<file path="src/rtl/core/fpfa_pkg.sv">
// types and constants shared by the fixed partition fit allocator
package fpfa_pkg;

    localparam int OP_W       = 2;
    localparam int SLOT_W     = 4;
    localparam int SIZE_W     = 16;
    localparam int MODE_W     = 2;
    localparam int COUNT_W    = 5;
    localparam int CFG_IDX_W  = 2;
    localparam int CFG_DATA_W = 5;

    localparam logic [OP_W-1:0] OP_LOAD  = 2'd0;
    localparam logic [OP_W-1:0] OP_FREE  = 2'd1;
    localparam logic [OP_W-1:0] OP_ALLOC = 2'd2;

    localparam logic [MODE_W-1:0] FIT_BEST  = 2'd1;
    localparam logic [MODE_W-1:0] FIT_WORST = 2'd2;

    localparam logic [CFG_IDX_W-1:0] CFG_FIT_MODE    = 2'd0;
    localparam logic [CFG_IDX_W-1:0] CFG_BLOCK_COUNT = 2'd1;

    typedef enum logic [1:0] {
        S_IDLE,
        S_SCAN,
        S_DONE
    } t_state;

endpackage

</file>
<file path="src/rtl/core/fixed_partition_fit_allocator_core.sv">
// fixed partition allocator: size table, used bits and a sequential fit scan
//
//  channel | direction | handshake               | word
//  in      | input     | i_in_valid / o_in_ready  | i_op, i_slot_index, i_size_value
//  out     | output    | o_out_valid / i_out_ready| o_granted, o_granted_slot, o_granted_size
//  cfg     | input     | i_cfg_valid / o_cfg_ready| i_cfg_index, i_cfg_data
//
// load, free-all and unused op words go straight to S_DONE, which registers the result
// an allocate word walks one table slot per cycle through the size memory read port,
// up to limit slots, then goes to S_DONE, which registers its result word,
// with limit = min(block_count, MAX_BLOCKS)
// the block takes no new word until the current one has reached the output register
// a result held by i_out_ready low stalls only the final step; cfg writes are always taken
// reset frees every block and clears fit_mode and block_count; sizes are undefined until loaded
module fixed_partition_fit_allocator_core #(
    parameter int MAX_BLOCKS = 16
) (
    input  logic                            i_clk,
    input  logic                            i_rst_n,
    input  logic                            i_in_valid,
    output logic                            o_in_ready,
    input  logic [fpfa_pkg::OP_W-1:0]       i_op,
    input  logic [fpfa_pkg::SLOT_W-1:0]     i_slot_index,
    input  logic [fpfa_pkg::SIZE_W-1:0]     i_size_value,
    output logic                            o_out_valid,
    input  logic                            i_out_ready,
    output logic                            o_granted,
    output logic [fpfa_pkg::SLOT_W-1:0]     o_granted_slot,
    output logic [fpfa_pkg::SIZE_W-1:0]     o_granted_size,
    input  logic                            i_cfg_valid,
    output logic                            o_cfg_ready,
    input  logic [fpfa_pkg::CFG_IDX_W-1:0]  i_cfg_index,
    input  logic [fpfa_pkg::CFG_DATA_W-1:0] i_cfg_data
);
    import fpfa_pkg::*;

    localparam int IW = $clog2(MAX_BLOCKS);
    localparam int CW = $clog2(MAX_BLOCKS + 1);
    localparam int LW = (CW > COUNT_W) ? CW : COUNT_W;

    logic [SIZE_W-1:0]     mem [MAX_BLOCKS];
    logic [SIZE_W-1:0]     r_rd_data;

    t_state                r_state, n_state;
    logic                  r_out_valid, n_out_valid;
    logic [MAX_BLOCKS-1:0] r_used;
    logic [MODE_W-1:0]     r_fit_mode;
    logic [COUNT_W-1:0]    r_block_count;

    logic [CW-1:0]         r_idx, n_idx;
    logic [LW-1:0]         r_limit, n_limit;
    logic                  r_chk_v, n_chk_v;
    logic [IW-1:0]         r_chk_idx, n_chk_idx;
    logic [SIZE_W-1:0]     r_want, n_want;
    logic                  r_found, n_found;
    logic [IW-1:0]         r_best_idx, n_best_idx;
    logic [SIZE_W-1:0]     r_best_size, n_best_size;
    logic                  r_granted, n_granted;
    logic [SLOT_W-1:0]     r_gslot, n_gslot;
    logic [SIZE_W-1:0]     r_gsize, n_gsize;

    logic                  rd_en, mem_we, clr_used, set_used, issue, fit, take;
    logic                  slot_ok;
    logic [LW-1:0]         cnt_ext, limit_c;

    assign slot_ok  = 32'(i_slot_index) < MAX_BLOCKS;
    assign cnt_ext  = LW'(r_block_count);
    assign limit_c  = (cnt_ext > LW'(MAX_BLOCKS)) ? LW'(MAX_BLOCKS) : cnt_ext;
    assign issue    = LW'(r_idx) < r_limit;
    assign fit      = r_chk_v && !r_used[r_chk_idx] && (r_rd_data >= r_want);

    always_comb begin
        priority if (!r_found) begin
            take = 1'b1;
        end else if (r_fit_mode == FIT_BEST) begin
            take = r_rd_data < r_best_size;
        end else if (r_fit_mode == FIT_WORST) begin
            take = r_rd_data > r_best_size;
        end else begin
            take = 1'b0;
        end
    end

    always_comb begin
        n_state     = r_state;
        n_out_valid = r_out_valid && !i_out_ready;
        n_idx       = r_idx;
        n_limit     = r_limit;
        n_chk_v     = r_chk_v;
        n_chk_idx   = r_chk_idx;
        n_want      = r_want;
        n_found     = r_found;
        n_best_idx  = r_best_idx;
        n_best_size = r_best_size;
        n_granted   = r_granted;
        n_gslot     = r_gslot;
        n_gsize     = r_gsize;
        rd_en       = 1'b0;
        mem_we      = 1'b0;
        clr_used    = 1'b0;
        set_used    = 1'b0;
        o_in_ready  = 1'b0;
        unique case (r_state)
            S_IDLE: begin
                o_in_ready = 1'b1;
                if (i_in_valid) begin
                    n_found     = 1'b0;
                    n_best_idx  = '0;
                    n_best_size = '0;
                    n_idx       = '0;
                    n_chk_v     = 1'b0;
                    n_limit     = limit_c;
                    n_want      = i_size_value;
                    n_state     = S_DONE;
                    unique case (i_op)
                        OP_ALLOC: n_state = S_SCAN;
                        OP_LOAD:  mem_we = slot_ok;
                        OP_FREE:  clr_used = 1'b1;
                        default:  ;
                    endcase
                end
            end
            S_SCAN: begin
                rd_en     = issue;
                n_chk_v   = issue;
                n_chk_idx = r_idx[IW-1:0];
                if (issue) begin
                    n_idx = r_idx + 1'b1;
                end
                if (fit && take) begin
                    n_found     = 1'b1;
                    n_best_idx  = r_chk_idx;
                    n_best_size = r_rd_data;
                end
                if (!issue && !r_chk_v) begin
                    n_state = S_DONE;
                end
            end
            S_DONE: begin
                if (!r_out_valid || i_out_ready) begin
                    n_out_valid = 1'b1;
                    n_granted   = r_found;
                    n_gslot     = SLOT_W'(r_best_idx);
                    n_gsize     = r_best_size;
                    set_used    = r_found;
                    n_state     = S_IDLE;
                end
            end
            default: n_state = S_IDLE;
        endcase
    end

    always_ff @(posedge i_clk) begin
        if (!i_rst_n) begin
            r_state     <= S_IDLE;
            r_out_valid <= 1'b0;
            r_chk_v     <= 1'b0;
            r_used      <= '0;
        end else begin
            r_state     <= n_state;
            r_out_valid <= n_out_valid;
            r_chk_v     <= n_chk_v;
            if (clr_used) begin
                r_used <= '0;
            end else if (set_used) begin
                r_used[r_best_idx] <= 1'b1;
            end
        end
    end

    always_ff @(posedge i_clk) begin
        r_idx       <= n_idx;
        r_limit     <= n_limit;
        r_chk_idx   <= n_chk_idx;
        r_want      <= n_want;
        r_found     <= n_found;
        r_best_idx  <= n_best_idx;
        r_best_size <= n_best_size;
        r_granted   <= n_granted;
        r_gslot     <= n_gslot;
        r_gsize     <= n_gsize;
    end

    // size table, one write and one registered read port
    always_ff @(posedge i_clk) begin
        if (mem_we) begin
            mem[IW'(i_slot_index)] <= i_size_value;
        end
        if (rd_en) begin
            r_rd_data <= mem[r_idx[IW-1:0]];
        end
    end

    always_ff @(posedge i_clk) begin
        if (!i_rst_n) begin
            r_fit_mode    <= '0;
            r_block_count <= '0;
        end else if (i_cfg_valid) begin
            unique case (i_cfg_index)
                CFG_FIT_MODE:    r_fit_mode    <= i_cfg_data[MODE_W-1:0];
                CFG_BLOCK_COUNT: r_block_count <= i_cfg_data[COUNT_W-1:0];
                default:         ;
            endcase
        end
    end

    assign o_cfg_ready    = 1'b1;
    assign o_out_valid    = r_out_valid;
    assign o_granted      = r_granted;
    assign o_granted_slot = r_gslot;
    assign o_granted_size = r_gsize;

endmodule

</file>
<file path="config.mk">
export PLATFORM = sky130hd
export DESIGN_NAME = fixed_partition_fit_allocator_core
export DESIGN_NICKNAME = d
export VERILOG_FILES = /design/src/rtl/core/fpfa_pkg.sv /design/src/rtl/core/fixed_partition_fit_allocator_core.sv
export SDC_FILE = /design/constraint.sdc
export NUM_CORES = 1
export LEC_CHECK = 0
export BUFFER_PORTS_ARGS = -buffer_cell sky130_fd_sc_hd__buf_2
export CAP_MARGIN = 5
export CELL_PAD_IN_SITES_DETAIL_PLACEMENT = 1
export CELL_PAD_IN_SITES_GLOBAL_PLACEMENT = 2
export CORE_ASPECT_RATIO = 0.7
export CORE_MARGIN = 2
export CORE_UTILIZATION = 50
export DETAILED_ROUTE_END_ITERATION = 12
export GPL_ROUTABILITY_DRIVEN = 0
export PLACE_DENSITY = 0.92
export SYNTH_ARGS = -nofsm -noshare
export SYNTH_HDL_FRONTEND = slang
export SYNTH_SLANG_ARGS = --single-unit
</file>
<file path="constraint.sdc">
create_clock -name i_clk -period 6.4 [get_ports i_clk]
set_input_delay 0.64 -clock i_clk [delete_from_list [all_inputs] [get_ports i_clk]]
set_output_delay 0.64 -clock i_clk [all_outputs]
set_load 0.005 [all_outputs]
</file>
==> impl_metrics.yaml <==
die:
  fp.dieW_um: 209
  start_util_pct: 51.0
  io_pins: 58
  core_mm2: 0.0290
  die_area_mm2: 0.0310
  die_h_um: 148
  rows: 52
power:
  ir_drop_mv: 0.235
  cellPowerDensity_mw_per_mm2: 324
  p_leak_nw: 5.79
  finalPower_mw: 5.47
clock_tree:
  cts_buffer_depth: 3
  postCtsSetupRepairBufs: 0
  cts_tree: "built"
  hold_buffers: 0
  clock_sinks: 371
  worstSkewPairLatency_ns: 0.55
  cts_resized: 0
  cts_buffers: 37
  clk_pin_slew_ns: 0.06
  root_buffer: "clkbuf_16"
  cts-htree-levels: 2
yosys:
  syn_area_mm2: 0.0148
  async_flop_share_pct: 0
  yosysTopAreaCell: "edfxtp_1"
  netlist_top_cells_count: "edfxtp_1 (344), mux4_2 (71), nor2_1 (41)"
  ys_ff_latch: 371
  synth_ff_type: "edfxtp_1"
  synthCells: 761
  synth_nets: 832
  synth-edff-count: 344
  yosys_warnings: 0
  yosysMostFrequentCell: "edfxtp_1"
  ys_seq_area_share_pct: 73.6
  postSynthAreaPerCell_um2: 19.4
  synth.distinct_cells: 48
  synth.area.top_cells: "edfxtp_1 (70%), mux4_2 (11%), dfxtp_1 (3.7%), ha_1 (3.1%), mux4_1 (2.3%)"
  yosys.area.top_type_share_pct: 69.9
setup_path:
  cp-end-kind: "flop"
  worstSetupPathType: "reg2reg"
  path_buf_inv: 0
  reg2reg_to: "r_best_size[2]"
  slowest_delay_ns: 0.88
  crit_path_top_delay_cell: "a2bb2oi_2"
  crit_top_cell: "a21oi_1"
  path_delay_family: "compound AO/OA/AOI/OAI gates"
  regToRegStartpoint: "r_rd_data[10]"
  start_kind: "flop"
  crit_fanout: 21
  ff2ff_setup_slack_ns: 3.07
  reg2reg_depth: 7
  worstPathArrival_ns: 3.47
  worst_ep_required_time_ns: 6.55
  crit_chain: "ha_1, a21o_1, a21oi_1, a21oi_1, nor4bb_1, mux2i_1, a2bb2oi_2"
grt:
  grtUsageMet2_pct: 37.6
  antenna_found_initial: 0
  grt_overflow: 0
  grt_pass1_wl_mm: 51.0
  grt.total_usage_pct: 22.6
  met3_usage_pct: 3.87
  grt_pass1_vias: 8105
  gr-usage-met1_pct: 31.0
  grt_max_degree: 68
  busiest_layer: "met2"
placed_design:
  portBuffers: 56
  dp_hpwl_mm: 20.8
detailed_routing:
  drtPass1Iterations: 6
  wl_per_cell_um: 26.5
  drc_errors: 0
  drtIter0Drc: 575
  routed_wl_mm: 33.3
  vias: 7414
  drtAntennaViolNets: 0
  viasPerCell: 5.89
finish:
  fin_util_pct: 58.2
  nets: 923
  syn_to_final_growth_pct: 14.1
  diodes: 0
  drive_gt1_share_pct: 24.3
  fill_cells: 2498
timing:
  tightest_slew_ns: 1.24
  tns_ns: 0
  relSlewSlack_pct: 17.6
  skew_ns: 0.0212
  fmax_ghz: 0.300
  rsz0062_at_grt: "no"
  final_hold_viol_count: 0
  drv_slew: 0
  min_period_ns: 3.33
  fin_crit_sh_pct: 52.0
  setup_viol: 0
worst_hold_path:
  worstHoldStart: "i_cfg_data[4]"
  hold_depth: 3
  hp-class: "in2reg"
  min_to: "cnt_ext[4]"
outcome:
  status: "completed"
run:
  maxCapViolations: 0
[through the flow]
step / hold WS [ns] / std cells / worst slack [ns] / area, µm²
after floorplan: 0.426 / 761 / 3.23 / 14800
after global placement: 0.433 / 1191 / 3.19 / 15500
after detailed placement: 0.435 / 1191 / 3.04 / 15500
after CTS: 0.355 / 1259 / 3.04 / 16900
after global routing: 0.385 / 1259 / 2.90 / 16900
final: 0.374 / 1259 / 3.07 / 16900
[worst max-delay path by stage]
stage,end,cells after the start,from
floorplan,r_best_idx[0],7,r_rd_data[10]
global placement,r_best_size[2],7,r_rd_data[1]
detailed placement,r_best_size[2],7,r_rd_data[14]
CTS,r_best_size[14],7,r_rd_data[1]
global route,r_best_size[7],7,r_rd_data[1]
finish,r_best_size[2],7,r_rd_data[10]
[where the power goes]
part	leakage, nW	switching (mW)	internal [mW]
Sequential	3.36	0.0362	2.71
Clock	0.642	0.931	1.44
Combinational	1.80	0.196	0.154
[routing by layer]
metal  routed length, µm  vias up
met5                   0        -
met4                 842        0
met3                1890       76
met2               16300      252
met1               14300     3861
li1                    -     3225
[cell type report]
class / instances / area [µm²] / share of cell area, %
Sequential cell: 371 / 10900 / 64.5
Multi-Input combinational cell: 324 / 3590 / 21.3
Clock buffer: 47 / 995 / 5.90
Tap cell: 378 / 473 / 2.81
Timing Repair Buffer: 77 / 438 / 2.60
Clock inverter: 21 / 339 / 2.01
Inverter: 41 / 154 / 0.913
[worst reg2reg max path: cells and delay by family (launching register included)]
kind | cells | cell delay [ns]
simple gates | 1 | 0.41
compound gates | 4 | 1.28
fa+ha+maj | 1 | 0.40
flops | 1 | 0.54
mux | 1 | 0.30
[registers in the layout, summed over array words and instances (netlist names)]
| register | count |
|---|---|
| r_want | 16 |
| o_granted | 1 |
| r_found | 1 |
| r_state | 2 |
| o_out_valid | 1 |
| r_best_size | 16 |
| cnt_ext | 5 |
| r_used | 16 |
| r_fit_mode | 2 |
| r_chk_v | 1 |
| o_granted_size | 16 |
| r_limit | 5 |
| r_rd_data | 16 |
| r_idx | 5 |
| o_granted_slot | 4 |
| mem | 256 |
| r_chk_idx | 4 |
| r_best_idx | 4 |
[cell families (layout without fill, tap and decap cells)]
logic type,count (synthesis),after routing,synth area share (%)
compound gates,52,52,2.12
simple gates,137,137,4.79
other cells,1,1,0.0254
flops,371,371,73.6
xor+xnor,3,3,0.178
mux,94,94,13.8
fa+ha+maj,37,37,3.13
buf+inv,66,186,2.34
[layout by cell type (no fill, tap or decap), types with 3 or more instances in the layout]
cell type and instances:
clkinv_1 5, ha_1 37, nor4_1 3, dfxtp_1 27
mux4_1 13, clkbuf_1 8, and2_1 20, nand3b_1 3
nor3_1 6, nand4_1 4, a21o_1 3, mux2i_1 9
inv_1 38, o21ai_0 3, nand2b_1 9, o21ai_1 3
nand3_1 6, mux4_2 71, nor2_1 41, nor2b_1 16
buf_4 21, nand2_1 18, buf_2 56, a21oi_1 24
edfxtp_1 344, bufinv_16 8, a31oi_1 7, clkbuf_16 38
nor3_2 4, clkinv_2 3
Note: power is estimated with default switching activity, not from simulation.
